===== src/rtl/slrc_pkg.sv =====
// types, constants and table functions of the six-letter rotor cipher
// no dependencies; used by the top level and its checker
package slrc_pkg;

  localparam int LETTERS      = 6;
  localparam int ROTORS       = 3;
  localparam int COUNT_PERIOD = 18;
  localparam int LETTER_W     = 3;
  localparam int WIRE_W       = LETTERS * LETTER_W;
  localparam int COUNT_W      = 5;
  localparam int ROTOR_SEL_W  = 2;
  localparam int CFG_IDX_W    = 2;
  localparam int TDATA_W      = 8;

  typedef logic [LETTER_W-1:0]          letter_t;
  typedef letter_t [LETTERS-1:0]         table_t;
  typedef logic [WIRE_W-1:0]             wiring_t;
  typedef logic [COUNT_W-1:0]            count_t;
  typedef logic [ROTOR_SEL_W-1:0]        rotor_sel_t;
  typedef logic [CFG_IDX_W-1:0]          cfg_idx_t;
  typedef logic [TDATA_W-1:0]            tdata_t;

  // request kinds carried in tuser
  localparam logic CMD_RESTART  = 1'b0;
  localparam logic CMD_ENCIPHER = 1'b1;

  // configuration register indexes
  localparam cfg_idx_t REG_ROTOR_ONE   = 2'd0;
  localparam cfg_idx_t REG_ROTOR_TWO   = 2'd1;
  localparam cfg_idx_t REG_ROTOR_THREE = 2'd2;
  localparam cfg_idx_t REG_REFLECTOR   = 2'd3;

  // register reset values: identity wiring, reflector a-b c-d e-f
  localparam wiring_t ROTOR_RST     = 18'd219345;
  localparam wiring_t REFLECTOR_RST = 18'd190218;

  localparam letter_t LAST_LETTER = letter_t'(LETTERS - 1);

  // decode one wiring entry; codes 0 and 7 map the letter to itself
  function automatic letter_t entry_of(wiring_t word, letter_t k);
    letter_t v;
    v = word[LETTER_W*k +: LETTER_W];
    if (v >= letter_t'(1) && v <= letter_t'(LETTERS)) begin
      return v - letter_t'(1);
    end
    return k;
  endfunction

  // next letter with wrap from f to a
  function automatic letter_t bump(letter_t v);
    return (v >= LAST_LETTER) ? letter_t'(0) : v + letter_t'(1);
  endfunction

  function automatic table_t identity_table();
    table_t t;
    for (int k = 0; k < LETTERS; k++) begin
      t[k] = letter_t'(k);
    end
    return t;
  endfunction

  // one rotor step: shift entries up one place and bump each value
  function automatic table_t rotate_table(table_t t);
    table_t n;
    n[0] = bump(t[LETTERS-1]);
    for (int i = 1; i < LETTERS; i++) begin
      n[i] = bump(t[i-1]);
    end
    return n;
  endfunction

  function automatic table_t build_forward(wiring_t w);
    table_t f;
    for (int k = 0; k < LETTERS; k++) begin
      f[k] = entry_of(w, letter_t'(k));
    end
    return f;
  endfunction

  // inverse from identity; a later entry wins where the wiring repeats a value
  function automatic table_t build_inverse(table_t f);
    table_t inv;
    inv = identity_table();
    for (int k = 0; k < LETTERS; k++) begin
      inv[f[k]] = letter_t'(k);
    end
    return inv;
  endfunction

endpackage


===== src/rtl/six_letter_rotor_cipher.sv =====
// six-letter rotor cipher: input register, table lookup chain, result register
// depends on slrc_pkg
//
// Enigma-style cipher over letters a..f (codes 0..5). A request with tuser 0
// restarts: the three rotor wirings are copied into working tables, inverse
// tables are built and the letter count clears; it gives no result. A request
// with tuser 1 enciphers tdata[2:0] (6 and 7 act as f) through rotors 1-3, the
// reflector and inverse rotors 3-1, returns one letter, then steps one rotor.
// One request is taken every cycle while results are taken. An accepted request
// waits in the input register, which feeds the combinational lookup chain and
// table update into the result register. A blocked result holds back an
// encipher request in the input register and the input stalls; a restart passes
// even then. Configuration writes take effect at once and belong only to idle
// periods; the reflector is read live, rotor wirings only at restart. After reset
// all tables are identity.
module six_letter_rotor_cipher (
  input  logic               clk,
  input  logic               rst_n,
  // input request channel
  input  logic               in_tvalid,
  output logic               in_tready,
  input  slrc_pkg::tdata_t   in_tdata,   // [2:0] letter_in, rest zero
  input  logic               in_tuser,   // [0] command
  // result channel
  output logic               out_tvalid,
  input  logic               out_tready,
  output slrc_pkg::tdata_t   out_tdata,  // [2:0] letter_out, rest zero
  // configuration write port
  input  logic               cfg_wr_en,
  input  slrc_pkg::cfg_idx_t cfg_index,
  input  slrc_pkg::wiring_t  cfg_wdata
);
  import slrc_pkg::*;

  // configuration registers
  wiring_t    wiring_r [ROTORS];
  wiring_t    refl_r;

  // input register
  logic       s1_valid_r;
  logic       s1_cmd_r;
  letter_t    s1_letter_r;

  // working state
  table_t     fwd_r [ROTORS];
  table_t     inv_r [ROTORS];
  table_t     fwd_nxt [ROTORS];
  table_t     inv_nxt [ROTORS];
  count_t     count_r;
  count_t     count_nxt;
  count_t     count_inc;
  rotor_sel_t step_sel;

  // result register
  logic       out_valid_r;
  letter_t    out_letter_r;

  logic       advance;
  logic       in_acc;
  letter_t    x_in;
  letter_t    x1, x2, x3, x4, x5, x6, x7;

  // the input register moves on unless an encipher result is blocked
  assign advance   = s1_valid_r &&
                     (s1_cmd_r == CMD_RESTART || !out_valid_r || out_tready);
  assign in_tready = !s1_valid_r || advance;
  assign in_acc    = in_tvalid && in_tready;

  // configuration writes
  always_ff @(posedge clk) begin
    if (!rst_n) begin
      for (int r = 0; r < ROTORS; r++) begin
        wiring_r[r] <= ROTOR_RST;
      end
      refl_r <= REFLECTOR_RST;
    end else if (cfg_wr_en) begin
      unique case (cfg_index)
        REG_ROTOR_ONE:   wiring_r[0] <= cfg_wdata;
        REG_ROTOR_TWO:   wiring_r[1] <= cfg_wdata;
        REG_ROTOR_THREE: wiring_r[2] <= cfg_wdata;
        REG_REFLECTOR:   refl_r      <= cfg_wdata;
        default: ;
      endcase
    end
  end

  // input register
  always_ff @(posedge clk) begin
    if (!rst_n) begin
      s1_valid_r <= 1'b0;
    end else if (in_acc) begin
      s1_valid_r <= 1'b1;
    end else if (advance) begin
      s1_valid_r <= 1'b0;
    end
  end

  always_ff @(posedge clk) begin
    if (in_acc) begin
      s1_cmd_r    <= in_tuser;
      s1_letter_r <= in_tdata[LETTER_W-1:0];
    end
  end

  // lookup chain: rotors, reflector, inverse rotors
  always_comb begin
    x_in = (s1_letter_r > LAST_LETTER) ? LAST_LETTER : s1_letter_r;
    x1   = fwd_r[0][x_in];
    x2   = fwd_r[1][x1];
    x3   = fwd_r[2][x2];
    x4   = entry_of(refl_r, x3);
    x5   = inv_r[2][x4];
    x6   = inv_r[1][x5];
    x7   = inv_r[0][x6];
  end

  // count advance and choice of rotor to step
  always_comb begin
    count_inc = (count_r == count_t'(COUNT_PERIOD - 1)) ? count_t'(0)
                                                        : count_r + count_t'(1);
    if (count_inc < count_t'(LETTERS)) begin
      step_sel = rotor_sel_t'(0);
    end else if (count_inc < count_t'(2 * LETTERS)) begin
      step_sel = rotor_sel_t'(1);
    end else begin
      step_sel = rotor_sel_t'(2);
    end
  end

  // table update: reload on restart, one rotor step after each letter
  always_comb begin
    for (int r = 0; r < ROTORS; r++) begin
      fwd_nxt[r] = fwd_r[r];
      inv_nxt[r] = inv_r[r];
    end
    count_nxt = count_r;
    if (advance) begin
      if (s1_cmd_r == CMD_RESTART) begin
        for (int r = 0; r < ROTORS; r++) begin
          fwd_nxt[r] = build_forward(wiring_r[r]);
          inv_nxt[r] = build_inverse(fwd_nxt[r]);
        end
        count_nxt = count_t'(0);
      end else begin
        fwd_nxt[step_sel] = rotate_table(fwd_r[step_sel]);
        inv_nxt[step_sel] = rotate_table(inv_r[step_sel]);
        count_nxt         = count_inc;
      end
    end
  end

  always_ff @(posedge clk) begin
    if (!rst_n) begin
      for (int r = 0; r < ROTORS; r++) begin
        fwd_r[r] <= identity_table();
        inv_r[r] <= identity_table();
      end
      count_r <= count_t'(0);
    end else begin
      for (int r = 0; r < ROTORS; r++) begin
        fwd_r[r] <= fwd_nxt[r];
        inv_r[r] <= inv_nxt[r];
      end
      count_r <= count_nxt;
    end
  end

  // result register
  always_ff @(posedge clk) begin
    if (!rst_n) begin
      out_valid_r <= 1'b0;
    end else if (advance && s1_cmd_r == CMD_ENCIPHER) begin
      out_valid_r <= 1'b1;
    end else if (out_tready) begin
      out_valid_r <= 1'b0;
    end
  end

  always_ff @(posedge clk) begin
    if (advance && s1_cmd_r == CMD_ENCIPHER) begin
      out_letter_r <= x7;
    end
  end

  assign out_tvalid = out_valid_r;
  assign out_tdata  = tdata_t'(out_letter_r);

endmodule


===== config.mk =====
export PLATFORM = sky130hd
export DESIGN_NAME = six_letter_rotor_cipher
export DESIGN_NICKNAME = d
export VERILOG_FILES = /design/src/rtl/slrc_pkg.sv /design/src/rtl/six_letter_rotor_cipher.sv
export SDC_FILE = /design/constraint.sdc
export NUM_CORES = 1
export LEC_CHECK = 0
export BUFFER_PORTS_ARGS = -buffer_cell sky130_fd_sc_hd__buf_2
export CAP_MARGIN = 15
export CORE_UTILIZATION = 46
export DETAILED_ROUTE_END_ITERATION = 16
export SLEW_MARGIN = 30
export SYNTH_ARGS = -nofsm -noshare
export SYNTH_HDL_FRONTEND = slang
export SYNTH_SLANG_ARGS = --single-unit

===== constraint.sdc =====
create_clock -name clk -period 7.5 [get_ports clk]
set_input_delay 0.75 -clock clk [delete_from_list [all_inputs] [get_ports clk]]
set_output_delay 0.75 -clock clk [all_outputs]
set_load 0.05 [all_outputs]

# Word level (Yosys, flattened, before mapping)
# Memory sizes are Yosys's and may differ from the RTL's.
# Cells that the tools add are included.
[word_totals] regBits=32 ramBits=162 in_bits=34 output_inout_bits=10 wordCells=483 n_memories=3
[classes] n_addsub=32 mul=1 magnitude_cmp=97 eq_ne=4 shift=1 n_mux=229 bitwise=59 reduce_logical=50
[memory_table] memory="fwd_r" words=3 word_bits=18 read_ports=4 rd_ports_with_merged_regs=0 write_ports=3 line_no="six_letter_rotor_cipher.sv:45" text="table_t fwd_r [ROTORS];"
[memory_table] memory="inv_r" words=3 word_bits=18 read_ports=4 rd_ports_with_merged_regs=0 write_ports=3 line_no="six_letter_rotor_cipher.sv:46" text="table_t inv_r [ROTORS];"
[memory_table] memory="wiring_r" words=3 word_bits=18 read_ports=3 rd_ports_with_merged_regs=0 write_ports=3 line_no="six_letter_rotor_cipher.sv:36" text="wiring_t wiring_r [ROTORS];"
[op_table] operator="two-way mux 3 bit" count=111
[op_table] operator="two-way mux 54 bit" count=4
[op_table] operator="two-way mux 18 bit" count=10
[op_table] operator="demux 3 bit (select 3 bit)" count=18
[op_table] operator="greater-or-equal comparator 3 x 1 -> 1 bit (second input constant)" count=37
[op_table] operator="bitwise AND 12 bit" count=9
[op_table] operator="bitwise mux 54 bit" count=2
[op_table] operator="NOT 12 bit" count=9
[op_table] operator="less-than comparator 3 x 4 -> 1 bit (second input constant)" count=24
[op_table] operator="two-way mux 1 bit" count=73
[op_table] operator="OR 12 bit" count=6
[op_table] operator="<= comparator 3 bit (second input constant)" count=19
[op_table] operator="subtractor 3 x 1 -> 3 bit (second input constant)" count=19
[op_table] operator="binary-select mux 3 bit (select 3 bit)" count=6
[op_table] operator="OR 6 bit" count=9
[op_table] operator="logical AND 1 bit" count=41
[op_table] operator="greater-or-equal comparator 3 bit (second input constant)" count=13
[op_table] operator="adder 3 x 1 -> 3 bit (second input constant)" count=12
[op_table] operator="bitwise AND 6 bit" count=6
[op_table] operator="demux 18 bit (select 2 bit)" count=1
[op_table] operator="NOT 6 bit" count=6
[op_table] operator="NOT 7 bit" count=3
[op_table] operator="indexed part select 18 x 6 -> 3 bit" count=1
[op_table] operator="two-way mux 5 bit" count=2
[op_table] operator="18 further kinds" count=32

# Depth between registers and ports, before layout
# Gate-level depths: netlist of run 1.
# An unclocked memory read counts as a cell.
[depth] depth_word=22 mapped_depth=26 ltp_nobuf=23

# Worst setup path after synthesis of run 1
# OpenSTA, ideal clock, no wires.
[synth_timing] kind="flip-flop to flip-flop" start="register s1_letter_r[0]" end="register out_letter_r[2] (data pin)" setup_ns=0.256 arrival_ns=6.015 setup_slack_ns=1.229 path_stages_with_launch=24 n_path_buf=1 synth_period_minus_slack_ns=6.271 path_cell_list="edfxtp_1 > buf_6 > mux2i_2 > a22o_2 > nor2_8 > mux4_2 > a2bb2oi_2 > nand2_2 > o221ai_4 > mux2i_1 > o22ai_1 > nor2_1 > inv_1 > ha_1 > nor4b_2 > a21o_1 > mux2_2 > or2_2 > o221ai_1 > mux2i_1 > mux2i_1 > a21oi_1 > mux2_2 > a22o_1"
[synth_via] elab_chain_cells=20 elab_cells_between_ends=23
[synth_lines] item="start, declared" line_no="six_letter_rotor_cipher.sv:42" text="letter_t s1_letter_r;"
[synth_lines] item="start signal, assigned" line_no="six_letter_rotor_cipher.sv:101" text="s1_letter_r <= in_tdata[LETTER_W-1:0];"
[synth_lines] item="> comparator 3 bit" line_no="six_letter_rotor_cipher.sv:107" text="x_in = (s1_letter_r > LAST_LETTER) ? LAST_LETTER : s1_letter_r;"
[synth_lines] item="two-way mux 3 bit *" line_no="six_letter_rotor_cipher.sv:107"
[synth_lines] item="binary-select mux 3 bit (select 3 bit) *" line_no="six_letter_rotor_cipher.sv:108" text="x1 = fwd_r[0][x_in];"
[synth_lines] item="two-way mux 3 bit (not written as such) *" line_no="six_letter_rotor_cipher.sv:108"
[synth_lines] item="binary-select mux 3 bit (select 3 bit) *" line_no="six_letter_rotor_cipher.sv:109" text="x2 = fwd_r[1][x1];"
[synth_lines] item="two-way mux 3 bit (not written as such) *" line_no="six_letter_rotor_cipher.sv:109"
[synth_lines] item="binary-select mux 3 bit (select 3 bit) *" line_no="six_letter_rotor_cipher.sv:110" text="x3 = fwd_r[2][x2];"
[synth_lines] item="two-way mux 3 bit (not written as such) *" line_no="six_letter_rotor_cipher.sv:110"
[synth_lines] item="(+5 left out)"
[synth_lines] item="two-way mux 3 bit *" line_no="slrc_pkg.sv:46" text="return k;"
[synth_lines] item="binary-select mux 3 bit (select 3 bit) *" line_no="six_letter_rotor_cipher.sv:112" text="x5 = inv_r[2][x4];"
[synth_lines] item="two-way mux 3 bit (not written as such) *" line_no="six_letter_rotor_cipher.sv:112"
[synth_lines] item="binary-select mux 3 bit (select 3 bit) *" line_no="six_letter_rotor_cipher.sv:113" text="x6 = inv_r[1][x5];"
[synth_lines] item="two-way mux 3 bit (not written as such) *" line_no="six_letter_rotor_cipher.sv:113"
[synth_lines] item="binary-select mux 3 bit (select 3 bit) *" line_no="six_letter_rotor_cipher.sv:114" text="x7 = inv_r[0][x6];"
[synth_lines] item="two-way mux 3 bit (not written as such) *" line_no="six_letter_rotor_cipher.sv:114"
[synth_lines] item="net x7[2]" line_no="six_letter_rotor_cipher.sv:61" text="letter_t x1, x2, x3, x4, x5, x6, x7;"
[synth_lines] item="end signal, assigned" line_no="six_letter_rotor_cipher.sv:181" text="out_letter_r <= x7;"
[synth_lines] item="end, declared" line_no="six_letter_rotor_cipher.sv:56" text="letter_t out_letter_r;"
# The timed path passes the listed nets; every way through them passes the cells marked *. The select of a mux whose other input is x is not followed.
# A chain may end at the register's enable or synchronous reset.

# Worst setup path after layout of run 1
[layout_timing] start="register s1_letter_r[1]" end="register out_letter_r[2] (data pin)"
# Same word-level chain as after synthesis.

==> flow_summary_export.csv, run 1 <==
group,metric,value,unit
die,dieWidth,174.5,um
placement,dpl.cell_count,2014,
placement,dp_worst_setup_slack,287.6,ps
grt,grt_remaining_overflow,0,
cts,cts_buffer_depth,2,
logic_synthesis,synth_edf_count,61,
logic_synthesis,synthArstFlopShare,0,%
detailed_routing,via_count,13153,
cells_and_area,fin_area,14930,um^2
cts,hold_buffers,0,
placement,dp_hpwl,39.23,mm
detailed_routing,dr.pass1.iters,8,
setup_path,worstPathRequired,7710,ps
logic_synthesis,synth_top_area_share,19.44,%
logic_synthesis,seq_area_frac_synth,32.82,%
logic_synthesis,synth_area_leaders,"dfxtp_1 (19%), edfxtp_1 (13%), ha_1 (7.6%), nand2_1 (5.5%), nor2_1 (4.6%)",
pwr,leakage,6.271,nW
cells_and_area,final-instance-count-excl-fill,2051,
cts,clkLatencyLatePin,470,ps
cells_and_area,fin_nets,1771,
cts,numCtsBuffers,17,
cells_and_area,final_common_cell,"nand2_1",
timing,setup_ws,419.3,ps
logic_synthesis,synth_area,13690,um^2
detailed_routing,first_iter_violations,1729,
logic_synthesis,synth_top_cell_by_area,"dfxtp_1",
detailed_routing,wl_per_cell,24.79,um
placement,gp_congestion,0.9714,
setup_path,critPathSlowestCell,"edfxtp_1",
logic_synthesis,yosysWarnings,0,
logic_synthesis,syn_area_per_cell,8.299,um^2
setup_path,crit_buf_inv,3,
grt,grt.total_usage,33.39,%
grt,grt_pass1_wl,74.89,mm
timing,tightest_slew,1018,ps
timing,setup_viol,0,
cts,cts_root_buffer,"clkbuf_16",
setup_path,cp-end-kind,"flop",
cts,htree_levels,4,
placement,postPlaceCellArea,14270,um^2
setup_path,reg2reg_from,"s1_letter_r[1]",
timing,fin_skew,16.27,ps
timing,tns,0,ps
setup_path,startpoint_type,"flop",
run_status,status,"completed",
detailed_routing,vias_per_cell,6.413,
grt,antenna_found_initial,0,
timing,period_needed,7081,ps
worst_hold_path,hold_end,"s1_cmd_r",
cells_and_area,fillers,2792,
setup_path,r2r_cells,24,
setup_path,path_delay_family,"simple AND/OR/NAND/NOR gates",
setup_path,max_stage_delay,550,ps
die,core_area,29010,um^2
logic_synthesis,synth-seq-cells,194,
detailed_routing,wirelength,50.85,mm
die,ioPinCount,44,
cells_and_area,most-common-layout-cells,"nand2_1 (199), nor2_1 (164), dfxtp_1 (133)",
worst_hold_path,hold_depth,1,
placement,port_buffers,33,
cells_and_area,antenna_cells,0,
cells_and_area,drive_gt1_share,10.08,%
setup_path,r2r_slack,420,ps
cts,cts.sinks,194,
setup_path,cp_max_fo,9,
logic_synthesis,yosys.cell_types.count,105,
pwr,ir_drop,0.0002633,V
cells_and_area,area_growth,9.028,%
timing,max_freq,0.1412,GHz
setup_path,crit_chain,"or3b_1, and3_4, nor2_1, mux4_2, a2bb2oi_2, nand2_2, o221ai_4, buf_4, mux2i_1, o22ai_1, nor2_2, inv_1, ha_1, nor4b_2, buf_4, a22oi_2, and3_4, o21a_2, nor3_4, mux2i_1, o211ai_4, mux2_4, mux2_2, a22o_1",
die,die_height,174.5,um
grt,grt_max_degree,97,
timing,hold_viol,0,
cts,clkTransAtPathRegs,70,ps
cts,cts_tree,"yes",
die,initial_core_util,47.20,%
die,rows,62,
pwr,power,3.925,mW
timing,min_period_over_period,94.41,%
job,cap_violations,0,
grt,grt_pass1_vias,12034,
timing,maxSlewViolCount,0,
logic_synthesis,syn_inst,1650,
pwr,power_density,262.9,nW/um^2
worst_hold_path,hp-start,"in_tuser",
logic_synthesis,synth_top_flop_cell,"dfxtp_1",
setup_path,crit_type,"reg2reg",
setup_path,r2r-end,"out_letter_r[2]",
setup_path,crit_arrival,7300,ps
worst_hold_path,holdCritPathClass,"in2reg",
timing,rsz0062_at_grt,"false",
detailed_routing,drc,0,
die,die_area,30460,um^2
detailed_routing,postRouteAntennaNets,0,
timing,relSlewSlack,32.15,%
## area by class of cell
cell class / count / area [um^2] / share of cell area (%)
flip-flops and latches: 194 / 4494 / 30.10
multi-input cells: 1285 / 8593 / 57.56
well taps: 384 / 480.5 / 3.218
repair buffers: 67 / 435.4 / 2.917
inverters: 89 / 334.1 / 2.238
clock inverters: 14 / 152.6 / 1.022
clock buffers: 18 / 439.2 / 2.942
## timing repair
| action | in CTS | in global routing |
|---|---|---|
| setup buffers | 0 | 5 |
| resized for setup | 0 | 1 |
| setup endpoints to repair | 0 | 3 |
| hold endpoints to repair | 0 | 0 |
## metrics by stage
step	hold WS (ps)	util [%]
CTS	444.4	51.22
global route	447.9	51.46
floorplan	439.8	-
global placement	452.1	49.14
finish	459.5	51.46
detailed placement	459.1	49.18
## cells by family (layout without fill, tap and decap cells)
logic type	Yosys count	count (layout)	synth area share, %
buf+inv	175	188	5.044
mux	51	51	4.130
flops	194	194	32.82
fa+ha+maj	83	83	7.584
simple gates	618	618	21.72
compound gates	509	509	27.46
xor+xnor	19	19	1.215
other cells	1	5	0.02739
## routing by layer
layer	vias up	global-route usage, %	wire length [um]
li1	6094	-	-
met5	-	0	0
met3	105	6.627	5066
met2	699	51.69	22200
met1	6255	45.86	21700
met4	0	12.39	1888
## worst max-delay path by stage
| stage | startpoint | end | depth (start not counted) |
|---|---|---|---|
| 6_report | s1_letter_r[1] | out_letter_r[2] | 24 |
| 4_1_cts | s1_letter_r[0] | out_letter_r[2] | 23 |
| 3_3_place_gp | s1_letter_r[0] | out_letter_r[2] | 22 |
| 2_1_floorplan | s1_letter_r[0] | out_letter_r[2] | 23 |
| 5_1_grt | s1_letter_r[1] | out_letter_r[2] | 22 |
| 3_5_place_dp | s1_letter_r[0] | out_letter_r[2] | 23 |
## registers in the layout (all words and copies together) (netlist names), 3 cells and up
register and cells:
fwd_r 54, inv_r 54, wiring_r 54, refl_r 18
count_r 5, out_letter_r 3, s1_letter_r 3
## power breakdown
group | internal (mW) | leakage [nW] | total (mW) | switching [mW]
Combinational | 0.670 | 4.31 | 1.71 | 1.04
Clock | 0.503 | 0.271 | 0.952 | 0.448
Sequential | 1.17 | 1.69 | 1.26 | 0.0913
## worst register-to-register path: cells and delay by family, from the launching register on
kind	cells	cell delay (ps)
adders and majority gates	1	250
AOI/OAI and AO/OA	7	1540
muxes	5	1550
buffers and inverters	3	470
and+or+nand+nor	8	2470
DFF	1	550
## Yosys cell counts (all sizes together) (6+ instances only)
master,n
nand2,203
nor2,169
dfxtp,133
o21ai,125
inv,89
ha,83
a21oi,78
clkbuf,74
edfxtp,61
nand3,50
mux2i,44
o211a,38
o221ai,36
nor3,34
and2,28
nand2b,26
a211oi,24
nor3b,21
a31oi,20
nor2b,18
o211ai,16
a21boi,15
a22oi,14
a222oi,13
buf,12
o22ai,12
o32ai,12
xor2,12
and3,11
nor4,10
o21a,9
or3,9
o22a,8
or2,8
a221oi,7
a32oi,7
nand3b,7
o21bai,7
o221a,7
xnor2,7
a22o,6
o311ai,6
or4,6
No activity file was read; power rests on OpenSTA's default activity.
==> run 2: changes to the inputs <==
- CORE_UTILIZATION: 46 -> 64
- PLACE_DENSITY: default -> 0.82
==> flow_summary_export.csv, run 2 (synthesis gave the netlist of run 1 again) <==
group,metric,value,unit
run_status,status,"completed",
job,cap_violations,0,
placement,gp_congestion,1.035,
detailed_routing,dr.pass1.iters,7,
cts,htree_levels,4,
detailed_routing,drc,0,
cts,cts.repair_timing.setup_buffer_count,0,
die,initial_core_util,65.14,%
cells_and_area,antenna_cells,0,
detailed_routing,wl_met1,18.64,mm
setup_path,crit_path_frequent_cell,"mux2i_1",
cts,cts_tree,"yes",
detailed_routing,routed.top_layer,"met4",
cells_and_area,drive_gt1_share,9.349,%
timing,relSlewSlack,29.96,%
cts,cts_buffer_depth,2,
timing,fin_skew,15.52,ps
worst_hold_path,holdCritPathClass,"reg2reg",
die,dieWidth,148.3,um
setup_path,cp_max_fo,9,
cells_and_area,regArea,4494,um^2
detailed_routing,wirelength,48.63,mm
cts,clkTransAtPathRegs,80,ps
detailed_routing,wl_met2,20.86,mm
grt,grt_pass1_vias,12236,
grt,grt_max_degree,77,
detailed_routing,vias_per_cell,6.920,
die,core_area,21020,um^2
placement,dpl.cell_count,1898,
die,ioPinCount,44,
timing,setup_viol,0,
detailed_routing,postRouteAntennaNets,0,
grt,grt.total_usage,44.83,%
die,die_area,21980,um^2
placement,dp_hpwl,36.72,mm
timing,tns,0,ps
cts,clkLatencyLatePin,450,ps
setup_path,crit_type,"reg2reg",
cts,hold_buffers,0,
cells_and_area,reg_top3,"fwd_r (54), inv_r (54), wiring_r (54)",
setup_path,crit_chain,"nor2_1, a22o_1, o21ai_0, a32oi_2, o2bb2ai_1, mux2i_1, o221a_2, mux2i_1, o22ai_1, nor2_1, inv_1, ha_1, or3_1, o221ai_2, mux2i_1, nor2_1, nor3_4, mux2i_1, o211ai_4, mux2_4, mux2_2, a22o_1",
cts,numCtsBuffers,17,
pwr,power_density,264.3,nW/um^2
cells_and_area,final-instance-count-excl-fill,1933,
timing,tightest_slew,1051,ps
die,rows,53,
setup_path,cp-end-kind,"flop",
cells_and_area,multi_input_comb_area,8573,um^2
timing,period_needed,7039,ps
detailed_routing,wl_met3,5.805,mm
cells_and_area,fillers,1720,
detailed_routing,wl_per_cell,25.16,um
setup_path,max_stage_delay,530,ps
grt,grt_remaining_overflow,0,
pwr,leakage,6.229,nW
timing,max_freq,0.1421,GHz
setup_path,startpoint_type,"flop",
pwr,ir_drop,0.0001807,V
cells_and_area,final_common_cell,"nand2_1",
timing,hold_viol,0,
setup_path,crit_arrival,7240,ps
cts,cts_root_buffer,"clkbuf_16",
detailed_routing,via_count,13377,
timing,min_period_over_period,93.85,%
cts,cts.sinks,194,
grt,grt_pass1_wl,72.66,mm
timing,rsz0062_at_grt,"false",
grt,antenna_found_initial,0,
setup_path,critPathSlowestCell,"edfxtp_1",
die,die_height,148.3,um
timing,maxSlewViolCount,0,
placement,port_buffers,33,
cells_and_area,fin_nets,1762,
setup_path,worstPathRequired,7700,ps
cells_and_area,most-common-layout-cells,"nand2_1 (200), nor2_1 (167), dfxtp_1 (133)",
cells_and_area,area_growth,7.136,%
detailed_routing,first_iter_violations,2222,
cts,cts_resized,0,
-- run 2: worst max-delay path, delay by kind of cell, from the launching register on --
family	cells	cell delay, ps
multiplexers	6	1960
AO/OA/AOI/OAI	9	2570
adder cells (fa/ha/maj)	1	250
buffers and inverters	1	90
flip-flops	1	530
AND/OR/NAND/NOR	5	1390
-- run 2: path summary, 6_finish.rpt --
kind | start | to | slack, ps | depth (start not counted)
max reg2reg | s1_letter_r[1] | out_letter_r[2] | 460 | 22
min reg2reg | refl_r[5] | refl_r[5] | 470 | 2
max | s1_letter_r[1] | out_letter_r[2] | 460 | 22
min | refl_r[5] | refl_r[5] | 470 | 2
-- run 2: area by class of cell --
| type | instances | area share [%] |
|---|---|---|
| multi-input cells | 1285 | 58.44 |
| flip-flops and latches | 194 | 30.64 |
| clock buffers | 18 | 2.925 |
| repair buffers | 58 | 2.422 |
| well taps | 275 | 2.345 |
| inverters | 89 | 2.277 |
| clock inverters | 14 | 0.9552 |
-- run 2: routing by layer --
metal	GRT usage (%)	vias up
met2	66.85	865
met3	11.96	175
met5	0	-
li1	-	6085
met1	57.60	6252
met4	28.14	0
-- run 2: report_power, final --
group | switching, mW | internal (mW) | total (mW)
registers | 0.0879 | 1.17 | 1.26
clock network | 0.479 | 0.446 | 0.925
logic | 1.05 | 0.638 | 1.69
total | 1.62 | 2.25 | 3.88
-- run 2: metrics by stage --
stage          power, mW  hold slack, ps  util, %  area, um^2  setup WS (ps)
6_report           3.877           466.8    69.79       14670          461.4
3_5_place_dp       2.900           459.8    66.92       14070          472.5
3_3_place_gp       2.875           454.0    66.89       14060          659.7
2_1_floorplan      2.457           439.8        -       13710           1229
4_1_cts            3.809           461.5    69.63       14640          432.7
5_1_grt            4.031           465.6    69.79       14670          135.5
